## src/rtl/mwvp_pkg.sv

```systemverilog
package mwvp_pkg;

    localparam int WHEEL_W   = 2;
    localparam int SPEED_W   = 24;
    localparam int ERR_W     = 25;
    localparam int DIFF_W    = 26;
    localparam int SUM_W     = 40;
    localparam int GAIN_W    = 32;
    localparam int CMD_W     = 16;
    localparam int CFG_IDX_W = 3;

    // register indexes of the configuration port
    localparam logic [CFG_IDX_W-1:0] REG_PROP_GAIN  = 3'd0;
    localparam logic [CFG_IDX_W-1:0] REG_INTEG_GAIN = 3'd1;
    localparam logic [CFG_IDX_W-1:0] REG_DERIV_GAIN = 3'd2;
    localparam logic [CFG_IDX_W-1:0] REG_TGT_A      = 3'd3;
    localparam logic [CFG_IDX_W-1:0] REG_TGT_B      = 3'd4;
    localparam logic [CFG_IDX_W-1:0] REG_TGT_C      = 3'd5;
    localparam logic [CFG_IDX_W-1:0] REG_TGT_D      = 3'd6;

    localparam logic [GAIN_W-1:0] PROP_GAIN_RST  = 32'd8388608;
    localparam logic [GAIN_W-1:0] INTEG_GAIN_RST = 32'd83886;
    localparam logic [GAIN_W-1:0] DERIV_GAIN_RST = 32'd0;

    localparam logic signed [SUM_W-1:0] SUM_MAX = {1'b0, {(SUM_W-1){1'b1}}};
    localparam logic signed [SUM_W-1:0] SUM_MIN = {1'b1, {(SUM_W-1){1'b0}}};

    typedef struct packed {
        logic [GAIN_W-1:0] prop;
        logic [GAIN_W-1:0] integ;
        logic [GAIN_W-1:0] deriv;
    } gains_t;

    // one entry of the per-wheel state memory
    typedef struct packed {
        logic signed [SUM_W-1:0] sum;
        logic signed [ERR_W-1:0] last;
    } ent_t;

    // update stage to multiply pipeline
    typedef struct packed {
        logic [WHEEL_W-1:0]       wheel;
        logic signed [SUM_W-1:0]  sum;
        logic signed [DIFF_W-1:0] diff;
        logic signed [ERR_W-1:0]  err;
        logic                     clip;
    } upd_t;

    typedef struct packed {
        logic [WHEEL_W-1:0]      wheel;
        logic signed [CMD_W-1:0] cmd;
        logic                    clip;
    } result_t;

endpackage

```

## src/rtl/mwvp_state_ram.sv

```systemverilog
module mwvp_state_ram
    import mwvp_pkg::*;
#(
    parameter int WHEELS = 4,
    localparam int IDX_W = (WHEELS > 1) ? $clog2(WHEELS) : 1
) (
    input  logic                    aclk,
    input  logic                    aresetn,
    input  logic                    rd_en,
    input  logic [IDX_W-1:0]        rd_idx,
    input  logic                    wr_en,
    input  logic [IDX_W-1:0]        wr_idx,
    input  ent_t                    wr_ent,
    output ent_t                    rd_ent
);

    ent_t              mem [WHEELS];
    ent_t              rd_data_reg;
    logic [WHEELS-1:0] vld_reg;
    logic              rd_vld_reg;

    // read-first: a read at the written address returns the old entry
    always_ff @(posedge aclk) begin
        if (wr_en) begin
            mem[wr_idx] <= wr_ent;
        end
        if (rd_en) begin
            rd_data_reg <= mem[rd_idx];
        end
    end

    // entries never written read as zero
    always_ff @(posedge aclk) begin
        if (!aresetn) begin
            vld_reg    <= '0;
            rd_vld_reg <= 1'b0;
        end else begin
            if (wr_en) begin
                vld_reg[wr_idx] <= 1'b1;
            end
            if (rd_en) begin
                rd_vld_reg <= vld_reg[rd_idx];
            end
        end
    end

    assign rd_ent = rd_vld_reg ? rd_data_reg : '0;

endmodule

```

## config.mk

```make
export PLATFORM = sky130hd
export DESIGN_NAME = mwvp_state_ram
export DESIGN_NICKNAME = d
export VERILOG_FILES = /design/src/rtl/mwvp_pkg.sv /design/src/rtl/mwvp_state_ram.sv
export SDC_FILE = /design/constraint.sdc
export NUM_CORES = 1
export LEC_CHECK = 0
export BUFFER_PORTS_ARGS = -buffer_cell sky130_fd_sc_hd__buf_2
export CORE_MARGIN = 2
export CORE_UTILIZATION = 35
export CTS_BUF_LIST = sky130_fd_sc_hd__clkbuf_4 sky130_fd_sc_hd__clkbuf_8
export DETAILED_ROUTE_END_ITERATION = 16
export GPL_TIMING_DRIVEN = 0
export PLACE_DENSITY_LB_ADDON = 0.15
export RECOVER_POWER = 50
export SYNTH_ARGS = -nofsm -noshare
export SYNTH_HDL_FRONTEND = slang
export SYNTH_SLANG_ARGS = --single-unit
export TNS_END_PERCENT = 50
```

## constraint.sdc

```tcl
create_clock -name aclk -period 8.8 [get_ports aclk]
set_clock_uncertainty 0.15 [all_clocks]
set_input_delay 0.88 -clock aclk [delete_from_list [all_inputs] [get_ports aclk]]
set_output_delay 0.88 -clock aclk [all_outputs]
set_load 0.02 [all_outputs]
```

==> run metrics <==
worst skew pair latency=0.56 ns; Root Driver=clkbuf_8; nets@finish=772; post-synthesis adder-cell area fraction=0; P&R area growth vs syn=19.60%; Ports=138; Starting DRT DRC Count=197; portion of netlist area occupied by mux cells=0.1235; Initial Utilization=0.3564; Final HPWL DP=14,120 um; crit path from=rd_en; via count=5,502; setup TNS=0 ns; leakage power=4.867 nW; Final Hold Viols=0; crit start category=primary input; Synth Register Bits=330; PostCTS Resize Cnt=0; flop2flop setup slack=7.47 ns; Synth top area share=0.8125; headroom to the max-slew limit=-0.6630; Pre-antenna DRT Iters=4; synth top area cells=edfxtp_1 (81%), mux4_2 (12%), and2_1 (3.4%), dfxtp_1 (0.83%), buf_12 (0.67%); gp weighted congestion=0.6606; Die X-Extent=189.3 um; pin count of the biggest net entering global routing=43; # H-tree levels=2; cts bufs inserted=55; Die ar.=0.03582 mm2; Hold Crit Class=flop to flop; failing checks=capacitance limit, slew limit; initial antenna violation count=2; CTS tree=yes; final slew viol count=96; Fill cells=3,048; RSZ-0062 raised after global routing=false; post-synth top area cell=edfxtp_1; critical path data arrival time=4.67 ns; Routed Antenna Nets=0; FMAX=229.5 MHz; clk sinks=330; final setup fails=0; post-DR vias/cell=4.635; post-synthesis compound-gate area fraction=0.003229; status=finished, violations left; minimum clock period=4.358 ns; DRT Wirelength=23,480 um; Largest register FFs=260; Yosys warning total=0; Reg-to-Reg End=rd_vld_reg; first-pass GRT wire length=35,800 um; Tcrit/Tclk final=0.4952; CTS Hold Bufs=0; Synthesized Nets=569; vias in the first global route=6,170; simple-gate portion of the synthesized area=0.03813; Max Cap Viol=3; Final Util=0.4263; sequential share of the synthesized area=0.8208; crit path capture type=flop; Remaining Overflow, GRT=0; worst r2r path cells=3; main combinational cell family by area after synthesis=multiplexers; CP Max Fanout=39; worst setup path end=rd_vld_reg; post-synthesis xor/xnor area fraction=0; DRC viols=0; IO buf count=135; Multi-input gate area=0.001989 mm2; Reg area=0.009859 mm2; die height=189.3 um; pwr/cell area=228.7 mW/mm2; GRT Overall Usage=0.1328; Mapped Area=0.01201 mm2; CTS clock-pin slew for the worst setup and hold paths=0.05 ns; Yosys cell types=18; post-DR wirelength/cell=19.78 um; proportion of layout cells with a drive suffix above 1=0.3229; Max clock buf depth=3; Core ar.=0.03370 mm2; Post CTS Setup Buffer Count=0; row count=67; maximum VDD drop=0.0001720 V; Setup CP Type=primary input to flop; Req. time, crit path=9.11 ns; Mean Syn Cell Area=24.22 um2; Critical R2R Launch=rd_vld_reg; Worst Max-Slew Pin Slew=2.494 ns; Post-Synthesis Cells=496
-- worst max-delay path: stages --
cell and delay, ns:
clkbuf_1 1.40, clkbuf_1 1.85, nand3_1 0.19, o221ai_1 0.31
-- power by group --
| group | internal [mW] | total (mW) | switching, mW |
|---|---|---|---|
| Sequential | 1.83 | 1.84 | 0.0176 |
| Clock | 0.706 | 1.28 | 0.579 |
| Combinational | 0.0695 | 0.157 | 0.0877 |
-- area by class of cell --
type	instances	share of cell area
Timing Repair Buffer	146	0.05295
Tap cell	448	0.03902
Clock inverter	24	0.01158
Sequential cell	330	0.6863
Multi-Input combinational cell	144	0.1385
Buffer	22	0.01028
Antenna cell	2	0.0003484
Clock buffer	71	0.06105
-- layout by cell type (no fill, tap or decap), types with 2 or more instances in the layout --
| master | n |
|---|---|
| and2_1 | 65 |
| clkinv_2 | 6 |
| clkinv_1 | 12 |
| buf_12 | 3 |
| bufinv_16 | 2 |
| buf_16 | 3 |
| clkbuf_4 | 16 |
| buf_1 | 3 |
| o21a_1 | 4 |
| mux2i_1 | 2 |
| clkbuf_8 | 55 |
| clkinvlp_4 | 3 |
| mux4_2 | 65 |
| clkbuf_1 | 77 |
| diode_2 | 2 |
| dfxtp_1 | 5 |
| edfxtp_1 | 325 |
| buf_4 | 3 |
| buf_2 | 72 |
| buf_6 | 6 |
| nand3b_1 | 2 |
-- how the worst min path moves through the flow --
stage	from	end	slack [ns]	cells past startpoint
final	vld_reg[3]	vld_reg[3]	0.31	1
after CTS	vld_reg[3]	vld_reg[3]	0.32	1
after detailed placement	vld_reg[3]	vld_reg[3]	0.30	1
after floorplan	vld_reg[0]	vld_reg[0]	0.29	1
after global placement	vld_reg[2]	vld_reg[2]	0.30	1
after global routing	vld_reg[3]	vld_reg[3]	0.33	1
-- cell usage after synthesis --
cell      count
buf_12        4
mux4_2       65
buf_1         3
dfxtp_1       5
clkbuf_1      7
nand3b_1      2
buf_6         1
mux2i_1       2
buf_4         3
and3_1        1
and3b_1       2
buf_2         4
o221ai_1      1
o21a_1        4
edfxtp_1    325
nor3b_1       1
nand3_1       1
and2_1       65
-- metrics by stage --
stage               cell area [um2]  hold slack, ns  std cells  total power, mW  setup slack (ns)
finish                        14370          0.3139       1187            3.285             4.442
global route                  14360          0.3348       1185            3.424             3.856
CTS                           14500          0.3162       1185            3.347             5.238
detailed placement            13460          0.3028       1090            2.046             5.849
global placement              13250          0.2958       1079            2.034            -2.457
floorplan                     12010          0.2900        496            1.964             2.357
-- layer usage --
metal,GRT usage,part of all wire
met1,0.1574,0.40
met2,0.2336,0.51
met3,0.03689,0.059
met4,0.04383,0.024
met5,0,0
-- cell families (layout without fill, tap and decap cells) --
logic type,after synthesis,count (layout)
AO/OA/AOI/OAI,5,5
buffers and inverters,22,263
flip-flops,330,330
multiplexers,67,67
other,0,2
AND/OR/NAND/NOR,72,72
(Power assumes the default switching activity.)
