<file path="config.mk">
export PLATFORM = sky130hd
export DESIGN_NAME = mwvp_cfg_regs
export DESIGN_NICKNAME = d
export VERILOG_FILES = /design/src/rtl/mwvp_pkg.sv /design/src/rtl/mwvp_cfg_regs.sv
export SDC_FILE = /design/constraint.sdc
export NUM_CORES = 1
export LEC_CHECK = 0
export ABC_CLOCK_PERIOD_IN_PS = 6690
export BUFFER_PORTS_ARGS = -buffer_cell sky130_fd_sc_hd__buf_2
export CAP_MARGIN = 20
export CORE_ASPECT_RATIO = 1.25
export CORE_UTILIZATION = 50
export CTS_BUF_LIST = sky130_fd_sc_hd__clkbuf_16
export CTS_CLUSTER_SIZE = 12
export DETAILED_ROUTE_END_ITERATION = 10
export PLACE_DENSITY = 0.77
export SYNTH_ARGS = -nofsm -noshare
export SYNTH_HDL_FRONTEND = slang
export SYNTH_SLANG_ARGS = --single-unit
</file>
<file path="constraint.sdc">
create_clock -name aclk -period 6.69 [get_ports aclk]
set_input_delay 0 -clock aclk [delete_from_list [all_inputs] [get_ports aclk]]
set_output_delay 0 -clock aclk [all_outputs]
set_load 0.1 [all_outputs]
</file>
<file path="src/rtl/mwvp_pkg.sv">
package mwvp_pkg;

    localparam int WHEEL_W   = 2;
    localparam int SPEED_W   = 24;
    localparam int ERR_W     = 25;
    localparam int DIFF_W    = 26;
    localparam int SUM_W     = 40;
    localparam int GAIN_W    = 32;
    localparam int CMD_W     = 16;
    localparam int CFG_IDX_W = 3;

    // register indexes of the configuration port
    localparam logic [CFG_IDX_W-1:0] REG_PROP_GAIN  = 3'd0;
    localparam logic [CFG_IDX_W-1:0] REG_INTEG_GAIN = 3'd1;
    localparam logic [CFG_IDX_W-1:0] REG_DERIV_GAIN = 3'd2;
    localparam logic [CFG_IDX_W-1:0] REG_TGT_A      = 3'd3;
    localparam logic [CFG_IDX_W-1:0] REG_TGT_B      = 3'd4;
    localparam logic [CFG_IDX_W-1:0] REG_TGT_C      = 3'd5;
    localparam logic [CFG_IDX_W-1:0] REG_TGT_D      = 3'd6;

    localparam logic [GAIN_W-1:0] PROP_GAIN_RST  = 32'd8388608;
    localparam logic [GAIN_W-1:0] INTEG_GAIN_RST = 32'd83886;
    localparam logic [GAIN_W-1:0] DERIV_GAIN_RST = 32'd0;

    localparam logic signed [SUM_W-1:0] SUM_MAX = {1'b0, {(SUM_W-1){1'b1}}};
    localparam logic signed [SUM_W-1:0] SUM_MIN = {1'b1, {(SUM_W-1){1'b0}}};

    typedef struct packed {
        logic [GAIN_W-1:0] prop;
        logic [GAIN_W-1:0] integ;
        logic [GAIN_W-1:0] deriv;
    } gains_t;

    // one entry of the per-wheel state memory
    typedef struct packed {
        logic signed [SUM_W-1:0] sum;
        logic signed [ERR_W-1:0] last;
    } ent_t;

    // update stage to multiply pipeline
    typedef struct packed {
        logic [WHEEL_W-1:0]       wheel;
        logic signed [SUM_W-1:0]  sum;
        logic signed [DIFF_W-1:0] diff;
        logic signed [ERR_W-1:0]  err;
        logic                     clip;
    } upd_t;

    typedef struct packed {
        logic [WHEEL_W-1:0]      wheel;
        logic signed [CMD_W-1:0] cmd;
        logic                    clip;
    } result_t;

endpackage

</file>
<file path="src/rtl/mwvp_cfg_regs.sv">
module mwvp_cfg_regs
    import mwvp_pkg::*;
(
    input  logic                        aclk,
    input  logic                        aresetn,
    input  logic                        cfg_valid,
    input  logic [CFG_IDX_W-1:0]        cfg_index,
    input  logic [GAIN_W-1:0]           cfg_data,
    input  logic [WHEEL_W-1:0]          tgt_sel,
    output gains_t                      gains,
    output logic signed [SPEED_W-1:0]   tgt_speed
);

    logic [GAIN_W-1:0]         prop_reg;
    logic [GAIN_W-1:0]         integ_reg;
    logic [GAIN_W-1:0]         deriv_reg;
    logic signed [SPEED_W-1:0] tgt_reg [4];
    logic [CFG_IDX_W-1:0]      tgt_off;

    assign tgt_off = cfg_index - REG_TGT_A;

    always_ff @(posedge aclk) begin
        if (!aresetn) begin
            prop_reg  <= PROP_GAIN_RST;
            integ_reg <= INTEG_GAIN_RST;
            deriv_reg <= DERIV_GAIN_RST;
            for (int i = 0; i < 4; i++) begin
                tgt_reg[i] <= '0;
            end
        end else if (cfg_valid) begin
            unique case (cfg_index) inside
                REG_PROP_GAIN:  prop_reg  <= cfg_data;
                REG_INTEG_GAIN: integ_reg <= cfg_data;
                REG_DERIV_GAIN: deriv_reg <= cfg_data;
                REG_TGT_A, REG_TGT_B, REG_TGT_C, REG_TGT_D: begin
                    tgt_reg[tgt_off[1:0]] <= cfg_data[SPEED_W-1:0];
                end
                default: ;
            endcase
        end
    end

    assign gains.prop  = prop_reg;
    assign gains.integ = integ_reg;
    assign gains.deriv = deriv_reg;
    assign tgt_speed   = tgt_reg[tgt_sel];

endmodule

</file>
==> metrics.yaml <==
outcome:
  status: "finished, final reports clean"
detailed_routing:
  drt_wl_total_um: 18600
  post_drt_via_cell_ratio: 5.31
  post-route-drc-count: 0
  avgRoutedWirePerCell_um: 17.5
  drtAntennaViolNets: 0
  drt_pass1_iterations: 5
  first_iter_violations: 425
  vias: 5655
worst_setup_path:
  crit_required_ps: 6630
  critPathMaxFanout: 25
  worst_setup_path_end_kind: "flop"
  arrival_ps: 2210
  rrSetupSlack_ps: 5520
  worstRegToRegCells: 3
  worstReg2RegEnd: "prop_reg[17]"
  start_kind: "primary input"
  r2r-start: "prop_reg[17]"
  critPathKind: "primary input to flop"
finish:
  n_fill_cell: 1196
  largest_reg_flops: 96
  syn2layout_area_growth_pct: 23.7
  final_nets: 913
  stdcell_count: 1064
  drive_gt1_share_pct: 26.0
  diodes: 0
synth:
  synthMuxAreaShare_pct: 7.03
  synth.most_common_cell: "nand2_1"
  synthAdderAreaFrac_pct: 0.651
  synth_top_family_by_area: "simple AND/OR/NAND/NOR gates"
  yosysSeqAreaShare_pct: 62.5
  synth_edf_count: 96
  synth_compound_area_share_pct: 8.47
  synth_cell_types: 25
  avgSynthCellArea_sq_um: 11.0
  synth_seq_cells: 192
  synth_fp_nets: 740
  synthSimpleGateAreaFrac_pct: 18.0
  netlist.top_cell.by_area: "edfxtp_1"
  yosys.area.top_type_share_pct: 37.5
  synth_area_sq_um: 7680
  synth_common_cells: "nand2_1 (219), nor2_1 (97), dfxtp_1 (96), edfxtp_1 (96), a21boi_0 (85)"
  yosys_most_used_dff: "edfxtp_1"
  synth_cells: 696
  netlist_top_cells_area: "edfxtp_1 (38%), dfxtp_1 (25%), nand2_1 (11%)"
  ys.warnings.count: 0
  synth-async-reset-ratio_pct: 0
  yosys.area_share.xor_xnor_pct: 0
clock_network:
  cts_made_buffers: 17
  ctsLongestPathBuffers: 2
  cts_tree: "done"
  cts.clk_slew.worst_paths_ps: 70
  h-tree-depth: 4
  post_cts_buffers: 0
  insertion_delay_ps: 430
  cts-root-buf: "clkbuf_16"
  clock_sinks: 192
grt:
  grt_util_all_layers_pct: 24.4
  grt_pass1_wl_um: 29000
  antenna_found_initial: 0
  grt_pass1_vias: 5306
  overflow: 0
  grt_max_degree: 92
min_path:
  whs_path_depth: 4
  hold_end: "integ_reg[8]"
  min_from: "cfg_valid"
  hold_path_class: "primary input to flop"
sta:
  clock.fmax_mhz: 439
  worst_pin_slew_ps: 1020
  period_share_pct: 34.0
  grt_setup_unrepaired: "false"
  slew_headroom_pct: 31.7
  setup_viol: 0
  skew_ps: 0
  fin_hold_ws_ps: 175
  fin_setup_tns_ps: 0
  maxSlewViolCount: 0
  hold_violations: 0
  min_period_ps: 2280
pwr:
  power_density_nw_per_um2: 295
  leakagePower_nw: 3.77
  design_power_total_mw: 2.80
  irDropWorstVdd_mv: 0.152
placed_design:
  gp_congestion: 0.815
  dpl.hpwl_um: 12200
  portBuffers: 159
  dp.cells: 996
die:
  start_util_pct: 51.2
  die_area_sq_um: 15900
  die_h_um: 141
  row_count: 50
  dieWidth_um: 113
  placeableCoreArea_sq_um: 15000
  io_pins: 160
run:
  drv_cap: 0
[per-stage QoR]
stage | cell area (sq um) | utilization, % | setup slack [ps]
6_report | 9500 | 63.3 | 4410
5_1_grt | 9500 | 63.3 | 4310
4_1_cts | 9500 | 63.3 | 4410
3_5_place_dp | 8520 | 56.8 | 3960
3_3_place_gp | 8520 | 56.8 | 4080
2_1_floorplan | 7680 | - | 3920
[layout make-up]
cell class | count | area, sq um | area share [%]
clock inverters | 13 | 145 | 1.53
clock buffers | 19 | 475 | 5.00
flip-flops and latches | 192 | 4800 | 50.6
well taps | 182 | 228 | 2.40
repair buffers | 202 | 1210 | 12.7
multi-input cells | 454 | 2630 | 27.7
inverters | 2 | 7.51 | 0.0790
[cell families (layout without fill, tap and decap cells)]
group	after synthesis	after routing
AOI/OAI and AO/OA	87	87
buffers and inverters	50	236
adders and majority gates	4	4
and+or+nand+nor	339	339
muxes	24	24
DFF	192	192
[report_power, final]
part	internal (mW)	switching (mW)
sequential	1.29	0.0217
combinational	0.0940	0.346
clock	0.614	0.431
[critical path: stages]
cell and delay, ps:
buf_2 190, inv_1 110, ha_1 250, or4b_4 630, nand4b_4 330, nand2_1 690
[cell usage in the layout (no fill, tap or decap), types with 3 or more instances in the layout]
cell           count
a21boi_0          85
buf_2            158
buf_4              8
clkbuf_16         19
clkinv_4           3
dfxtp_1           96
dlygate4sd3_1     36
edfxtp_1          96
ha_1               4
inv_1              3
mux4_2            24
nand2_1          219
nand3_1           11
nand3b_1           3
nor2_1            97
[routing by layer]
| metal | GRT usage (%) | vias up | part of all wire, % |
|---|---|---|---|
| li1 | - | 2693 | - |
| met1 | 32.3 | 2692 | 43 |
| met2 | 38.8 | 235 | 48 |
| met3 | 5.59 | 35 | 7.2 |
| met4 | 10.1 | 0 | 2.4 |
| met5 | 0 | - | 0 |
[repair_timing]
| action | 4_1_cts | 5_1_grt |
|---|---|---|
| hold endpoints to repair | 96 | 0 |
| hold buffers | 36 | 0 |
| resized for setup | 0 | 0 |
[worst max path at each step]
stage	endpoint	startpoint	depth (start not counted)
floorplan	tgt_reg[3][0]	cfg_index[0]	4
global placement	tgt_reg[0][5]	cfg_index[0]	6
detailed placement	tgt_reg[0][9]	cfg_index[0]	6
CTS	tgt_reg[0][9]	cfg_index[0]	6
global route	tgt_reg[0][4]	cfg_index[0]	6
finish	tgt_reg[0][9]	cfg_index[0]	6
(Power assumes the default switching activity.)
